## config.mk

```make
export PLATFORM = sky130hd
export DESIGN_NAME = nqa_isqrt
export DESIGN_NICKNAME = d
export VERILOG_FILES = /design/src/design/nqa_pkg.sv /design/src/design/nqa_isqrt.sv
export SDC_FILE = /design/constraint.sdc
export NUM_CORES = 2
export LEC_CHECK = 0
export BUFFER_PORTS_ARGS = -buffer_cell sky130_fd_sc_hd__buf_2
export CAP_MARGIN = 30
export CORE_UTILIZATION = 67
export DETAILED_ROUTE_END_ITERATION = 10
export PLACE_DENSITY = 0.81
export SLEW_MARGIN = 10
export SYNTH_ARGS = -nofsm -noshare
export SYNTH_HDL_FRONTEND = slang
export SYNTH_MEMORY_MAX_BITS = 65536
export SYNTH_SLANG_ARGS = --single-unit
```

## constraint.sdc

```tcl
create_clock -name clk_i -period 6.81 [get_ports clk_i]
set_clock_uncertainty 0.15 [all_clocks]
set_input_delay 0.3405 -clock clk_i [delete_from_list [all_inputs] [get_ports clk_i]]
set_output_delay 0.3405 -clock clk_i [all_outputs]
set_load 0.005 [all_outputs]
```

## src/design/nqa_pkg.sv

```systemverilog
// ============================================================================
// nqa_pkg
// Shared types, widths and constants of the normal quantile pipeline.
// ============================================================================
package nqa_pkg;

  // Port widths
  localparam int unsigned ProbW   = 33;
  localparam int unsigned QuantW  = 32;
  localparam int unsigned MeanW   = 32;
  localparam int unsigned StdW    = 31;
  localparam int unsigned CfgIdxW = 2;
  localparam int unsigned CfgW    = 32;

  // Internal datapath widths
  localparam int unsigned UW      = 32;  // |1 - 2p|, Q0.32
  localparam int unsigned WW      = 64;  // 1 - x*x, Q0.64
  localparam int unsigned ExpW    = 6;
  localparam int unsigned FracW   = 32;
  localparam int unsigned LogW    = ExpW + FracW;  // log2, Q6.32
  localparam int unsigned DdW     = 39;
  localparam int unsigned LqW     = 38;  // L, Q.32
  localparam int unsigned NumW    = 48;  // L * 1000
  localparam int unsigned NumHalfW = NumW / 2;
  localparam int unsigned BqW     = 41;  // L / a, Q.32
  localparam int unsigned TW      = 40;  // T, signed Q.32
  localparam int unsigned TmW     = 36;  // |T|
  localparam int unsigned T27W    = 31;
  localparam int unsigned SqW     = 2 * T27W;
  localparam int unsigned RadW    = 64;
  localparam int unsigned RootW   = 32;
  localparam int unsigned DenW    = 38;
  localparam int unsigned DivQW   = 62;  // quotient bits of the Q.58 divide
  localparam int unsigned DivFrac = 58;
  localparam int unsigned DivLead = DivQW - DivFrac;
  localparam int unsigned ConstDenW = 8;
  localparam int unsigned MagW    = 35;
  localparam int unsigned SumW    = 37;

  // Arithmetic constants
  localparam logic [31:0]          Ln2Q32     = 32'd2977044472;
  localparam logic signed [TW-1:0] TwoOverPiA = 40'sd18600415662;
  localparam logic [30:0]          Sqrt2Q30   = 31'd1518500250;
  localparam logic [9:0]           ANumer     = 10'd1000;
  localparam logic [ConstDenW-1:0] ADenom     = 8'd147;
  localparam logic [ProbW-1:0]     ProbOne    = 33'h1_0000_0000;
  localparam logic [ProbW-1:0]     ProbHalf   = 33'h0_8000_0000;
  localparam logic [MeanW-1:0]     MeanReset  = 32'd0;
  localparam logic [StdW-1:0]      StdReset   = 31'd65536;
  localparam logic signed [QuantW-1:0] QuantMax = 32'sh7FFF_FFFF;
  localparam logic signed [QuantW-1:0] QuantMin = 32'sh8000_0000;

  // Reciprocal of the divisor 147: ceil(2^56 / 147), exact for any 48-bit dividend
  localparam int unsigned RecipSh  = 56;
  localparam int unsigned RecipW   = 49;
  localparam int unsigned RecipLoW = 25;
  localparam int unsigned RecipHiW = RecipW - RecipLoW;
  localparam int unsigned MidW     = 75;
  localparam int unsigned FullW    = 97;
  localparam logic [RecipW-1:0] RecipA =
    RecipW'(((64'd1 << RecipSh) + 64'(ADenom) - 64'd1) / 64'(ADenom));

  // Register indexes
  localparam logic [CfgIdxW-1:0] CfgMean = 2'd0;
  localparam logic [CfgIdxW-1:0] CfgStd  = 2'd1;

  // Stage counts and total latency
  localparam int unsigned LatFront = 2;
  localparam int unsigned LatLog   = 2 + FracW;
  localparam int unsigned LatLq    = 4;
  localparam int unsigned LatConst = 3;
  localparam int unsigned LatT     = 3;
  localparam int unsigned LatSqrt  = RootW;
  localparam int unsigned LatDen   = 1;
  localparam int unsigned LatDiv   = DivQW;
  localparam int unsigned LatSel   = 1;
  localparam int unsigned LatTail  = 3;
  localparam int unsigned Latency  = LatFront + LatLog + LatLq + LatConst + LatT +
                                     LatSqrt + LatDen + LatDiv + LatSel + LatSqrt +
                                     LatTail;

  // Result status
  typedef enum logic [1:0] {
    ST_OK      = 2'd0,
    ST_SAT     = 2'd1,
    ST_INVALID = 2'd2
  } status_e;

  // Input class, decided at entry
  typedef enum logic [2:0] {
    CLS_NORMAL  = 3'd0,
    CLS_INVALID = 3'd1,
    CLS_ZERO    = 3'd2,
    CLS_ONE     = 3'd3,
    CLS_HALF    = 3'd4
  } cls_e;

  typedef struct packed {
    cls_e cls;
    logic below;
  } ctrl_t;

endpackage

```

## src/design/nqa_isqrt.sv

```systemverilog
// ============================================================================
// nqa_isqrt
// Pipelined integer floor square root, one result bit per stage.
// ============================================================================
module nqa_isqrt
  import nqa_pkg::*;
#(
  parameter int unsigned SideW = 1
) (
  input  logic             clk_i,
  input  logic             rst_ni,
  input  logic             valid_i,
  input  logic [RadW-1:0]  rad_i,
  input  logic [SideW-1:0] side_i,
  output logic             valid_o,
  output logic [RootW-1:0] root_o,
  output logic [SideW-1:0] side_o
);

  logic [RadW-1:0]  v_q    [RootW];
  logic [RadW-1:0]  r_q    [RootW];
  logic [SideW-1:0] side_q [RootW];
  logic             vld_q  [RootW];

  for (genvar k = 0; k < RootW; k++) begin : g_step
    localparam logic [RadW-1:0] Bit = RadW'(1) << (2 * (RootW - 1 - k));

    logic [RadW-1:0]  v_in, r_in, trial;
    logic [SideW-1:0] side_in;
    logic             vld_in;

    if (k == 0) begin : g_first
      assign v_in    = rad_i;
      assign r_in    = '0;
      assign side_in = side_i;
      assign vld_in  = valid_i;
    end else begin : g_next
      assign v_in    = v_q[k-1];
      assign r_in    = r_q[k-1];
      assign side_in = side_q[k-1];
      assign vld_in  = vld_q[k-1];
    end

    assign trial = r_in + Bit;

    always_ff @(posedge clk_i or negedge rst_ni) begin
      if (!rst_ni) begin
        vld_q[k] <= 1'b0;
      end else begin
        vld_q[k] <= vld_in;
      end
    end

    // restoring step
    always_ff @(posedge clk_i) begin
      if (v_in >= trial) begin
        v_q[k] <= v_in - trial;
        r_q[k] <= (r_in >> 1) + Bit;
      end else begin
        v_q[k] <= v_in;
        r_q[k] <= r_in >> 1;
      end
      side_q[k] <= side_in;
    end
  end

  assign valid_o = vld_q[RootW-1];
  assign root_o  = r_q[RootW-1][RootW-1:0];
  assign side_o  = side_q[RootW-1];

endmodule

```

; ---- Yosys cells after proc, flatten, opt, wreduce, memory -nomap -nowiden
; Memories as Yosys holds them, arrays and structs flattened.
; Index checks and enable logic that the tools add are counted.
; Widths: inputs -> output; s select.
[totals]
reg_bits = 32
ram_bits = 4128
wordCells = 385
n_memories = 3
[classes]
add_sub_neg = 94
order_cmp = 32
mux = 160
bitwise_logic = 64
[memory_table]
columns = name, words, word_bits, read_ports, rd_clocked_by_memory_dff, write_ports, line_no
row1 = r_q, 32, 64, 32, 0, 32, nqa_isqrt.sv:21  ; logic [RadW-1:0] r_q [RootW];
row2 = v_q, 32, 64, 31, 0, 32, nqa_isqrt.sv:20  ; logic [RadW-1:0] v_q [RootW];
row3 = side_q, 32, 1, 32, 0, 32, nqa_isqrt.sv:22  ; logic [SideW-1:0] side_q [RootW];
[ops]
columns = op, count
row1 = $mux 64, 64
row2 = $ge 64x64->1, 31
row3 = $sub 64x64->64, 31
row4 = $mux 1, 96
row5 = $add 63x1->64 const B, 1
row6 = $add 63x11->64 const B, 1
row7 = $add 63x13->64 const B, 1
row8 = $add 63x15->64 const B, 1
row9 = $add 63x17->64 const B, 1
row10 = $add 63x19->64 const B, 1
row11 = $add 63x21->64 const B, 1
row12 = $add 63x23->64 const B, 1
row13 = $add 63x25->64 const B, 1
row14 = $add 63x27->64 const B, 1
row15 = $add 63x29->64 const B, 1
row16 = $add 63x3->64 const B, 1
row17 = $add 63x31->64 const B, 1
row18 = $add 63x33->64 const B, 1
row19 = $add 63x35->64 const B, 1
row20 = $add 63x37->64 const B, 1
row21 = $add 63x39->64 const B, 1
row22 = $add 63x41->64 const B, 1
row23 = $add 63x43->64 const B, 1
row24 = $add 63x45->64 const B, 1
row25 = 45 further kinds, 108

; ---- Depth between registers and ports, before layout
; An unclocked memory read counts as a cell.
[logic_depth]
ltp_word = 6
depth_mapped = 15
ltp_nobuf = 13

; ---- Worst setup path after synthesis
; OpenSTA, ideal clock, no wires.
[synth_path]
kind = register -> register
from = memory r_q[26][36], in the netlist r_q[1][676]
to = memory v_q[27][50], in the netlist v_q[1][754]
setup_ps = 134
t_arrival_ps = 3287
t_required_ps = 6526
slack_ps = 3239
path_stages_with_launch = 14
path_buffers = 1
period_less_slack_ps = 3571
cell_sequence = dfxtp_1 inv_1 ha_1 clkbuf_1 nand2b_1 or4_1 nor3_1 a211oi_1 nand2_1 a211oi_2 a2111o_1 or4_1 a2111oi_2 xor2_1
[synth_lines]
columns = element, line_no
row1 = start: declaration, nqa_isqrt.sv:21
row2 = end: declaration, nqa_isqrt.sv:20

==> results_dict.tcl <==
set metrics [dict create \
    yosysWarnings 0 \
    fin_crit_ns 4.562 \
    path_class "reg2reg" \
    grt_overflow_total 0 \
    timing.rr.end "v_q[1][892]" \
    dr.first_iter.drc_count 6043 \
    path_clk_slew_ns 0.07 \
    vias 72570 \
    holdCritPathClass "reg2reg" \
    antenna_found_initial 17 \
    synthCells 9650 \
    setup.worst_path.start_class "flip-flop" \
    critPathRequiredTime_ns 7.41 \
    clock-sinks 2576 \
    relSlewSlack 0.2778 \
    groute.usage.overall 0.3499 \
    drive_above_1_share 0.06960 \
    grt_max_degree 62 \
    tightest_slew_ns 1.073 \
    synth_top_area_cell "dfxtp_1" \
    design.core.area_um2 142300 \
    dominantRegCellSynth "dfxtp_1" \
    grt_first_pass_wirelength_um 403700 \
    area_growth_pct 12.95 \
    synth_edf_count 0 \
    vias_per_cell 6.015 \
    setup_viol 0 \
    post_cts_buffers 0 \
    syn_area_per_cell_um2 10.00 \
    cap_violations 0 \
    cts_max_path_buffers 3 \
    wl_um 260200 \
    finalCritPeriodShare 0.6699 \
    whs_ns 0.1505 \
    synthTopCellsByArea "dfxtp_1 53%, ha_1 7.2%, xnor2_1 4.1%" \
    insertion_delay_ns 0.88 \
    cts_tree "built" \
    r2r_slack_ns 2.25 \
    antenna_left 0 \
    n_fill_cell 9167 \
    reg2reg_depth 11 \
    placed_cell_area_um2 98970 \
    ioPinCount 102 \
    nets 10600 \
    synth_area_um2 96500 \
    outcome "completed" \
    synth_seq_area_share 0.5361 \
    dp_hpwl_um 182000 \
    path_max_fanout 8 \
    fmax_ghz 0.2192 \
    initial_core_util 0.6782 \
    hold_path_depth 0 \
    die_area_um2 145500 \
    post-route-drc-count 0 \
    synth_fp_nets 10280 \
    first_pass_iters 8 \
    cp.arrival_ns 5.16 \
    cts_buffers 232 \
    root_buffer "clkbuf_16" \
    endpoint_kind "flip-flop" \
    ctsResizeCount 0 \
    ctsHtreeMaxLevel 4 \
    p_leak_uw 0.04989 \
    r2r_start "v_q[1][808]" \
    ys_seq_elements 2576 \
    power_density_nw_per_um2 433.7 \
    hold_viol_final 0 \
    drv_slew 0 \
    io_buffers 101 \
    die_height_um 381.5 \
    grt_pass1_vias 72540 \
    holdPathEnd "v_q[1][213]" \
    finalInstanceArea_um2 109000 \
    irDropWorstVdd_mv 0.3684 \
    min_from "v_q[1][149]" \
    die_x_um 381.5 \
    setup_tns_ns 0 \
    netlist.area_leader.share 0.5278 \
    synthArstFlopShare 0.01242 \
    utilization 0.7661 \
    wl_per_cell_um 21.56 \
    grt_setup_unrepaired "false" \
    synth_cell_types 89 \
    startpoint "v_q[1][808]" \
    routabilityCongestion 0.9693 \
    std_cell_rows 138 \
]
## critical path, cell delays in order, from the launching register on
cell and delay, ns:
dfxtp_1 0.34, or3_1 0.39, or4_1 0.47, nor3_1 0.82, a311oi_1 0.19, a211oi_1 0.56, a21oi_4 0.10, inv_2 0.24
o2111a_1 0.38, nand2_1 0.22, nor4_1 0.39, xor2_1 0.22
## metrics by stage
stage / worst slack, ns / std cells / power, uW
2_1_floorplan: 3.239 / 9650 / 28780
3_3_place_gp: 2.397 / 11480 / 32080
3_5_place_dp: 2.468 / 11490 / 32370
4_1_cts: 2.411 / 12060 / 46830
5_1_grt: 2.004 / 12060 / 49350
6_report: 2.248 / 12070 / 47270
## cell families (layout without fill, tap and decap cells)
| group | count (synthesis) | count (layout) | synth area share |
|---|---|---|---|
| buf+inv | 881 | 1404 | 0.03463 |
| flops | 2576 | 2576 | 0.5361 |
| xor+xnor | 878 | 878 | 0.07969 |
| other cells | 0 | 2 | 0 |
| compound gates | 1819 | 1819 | 0.1162 |
| mux | 82 | 82 | 0.009427 |
| fa+ha+maj | 558 | 558 | 0.07235 |
| simple gates | 2856 | 2856 | 0.1516 |
## cells in the mapped netlist (19+ instances only)
cell,n
nor4b_1,48
nor3_1,286
o21ai_0,460
mux2_2,71
nand4_1,153
xor2_1,429
xnor2_1,449
nand2_1,614
dfxtp_1,2544
and4_1,19
nand3_1,153
o21bai_1,46
or2_2,47
nor3b_1,21
a21o_1,228
dfrtp_1,32
o21a_1,88
o31ai_1,39
nor2b_1,81
a21boi_0,26
nand2b_1,116
and3_1,57
or3_1,92
ha_1,558
a21oi_1,618
nor4_1,350
or4_1,72
a211oi_1,46
clkbuf_1,170
o211ai_1,34
nand3b_1,23
inv_1,688
a31oi_1,42
and2_1,27
nor2_1,647
## power breakdown
part,switching (uW),internal [uW]
Combinational,6390,4840
Sequential,3170,18400
Clock,6010,8450
Total,15600,31700
## state kept, by name, summed over array words and instances (netlist names)
register       cells
side_q            32
r_q              528
g_step.vld_in     31
valid_o            1
v_q             1984
## layer usage
metal,up-vias,track usage,part of all wire
li1,34250,-,-
met1,34540,0.4213,0.40
met2,2930,0.6015,0.48
met3,831,0.06713,0.070
met4,20,0.1637,0.049
met5,-,0,0.00052
## area by class of cell
cell class              instances  area [um2]  area share
clock inverters               125        2082     0.01910
well taps                    1890        2365     0.02170
multi-input cells            6193       41520      0.3810
clock buffers                 312        6518     0.05980
diodes                          2       5.005  0.00004592
repair buffers                277        2180     0.02000
inverters                     690        2590     0.02376
flip-flops and latches       2576       51730      0.4746
## repair_timing
action	4_1_cts	5_1_grt
endpoints found under the setup margin	0	0
hold buffers	135	0
hold endpoints to repair	99	0
## cells in the final DEF, fill, tap and decap left out, types with 116 or more instances in the layout
master,Yosys,routed
nand3_1,153,153
nand2b_1,116,116
ha_1,558,558
dlygate4sd3_1,0,134
nor3_1,286,285
nand2_1,614,614
clkbuf_16,0,233
inv_1,688,687
nor2_1,647,647
a21oi_1,618,617
o21ai_0,460,460
nor4_1,350,347
a21o_1,228,228
xnor2_1,449,449
nand4_1,153,153
xor2_1,429,429
dfxtp_1,2544,2544
## worst max path at each step
stage | slack, ns | cells past startpoint | to
4_1_cts | 2.41 | 13 | v_q[1][754]
6_report | 2.25 | 11 | v_q[1][892]
5_1_grt | 2.00 | 13 | v_q[1][754]
3_5_place_dp | 2.47 | 11 | v_q[1][886]
3_3_place_gp | 2.40 | 12 | v_q[1][446]
2_1_floorplan | 3.24 | 13 | v_q[1][754]
Note: power is estimated with default switching activity, not from simulation.
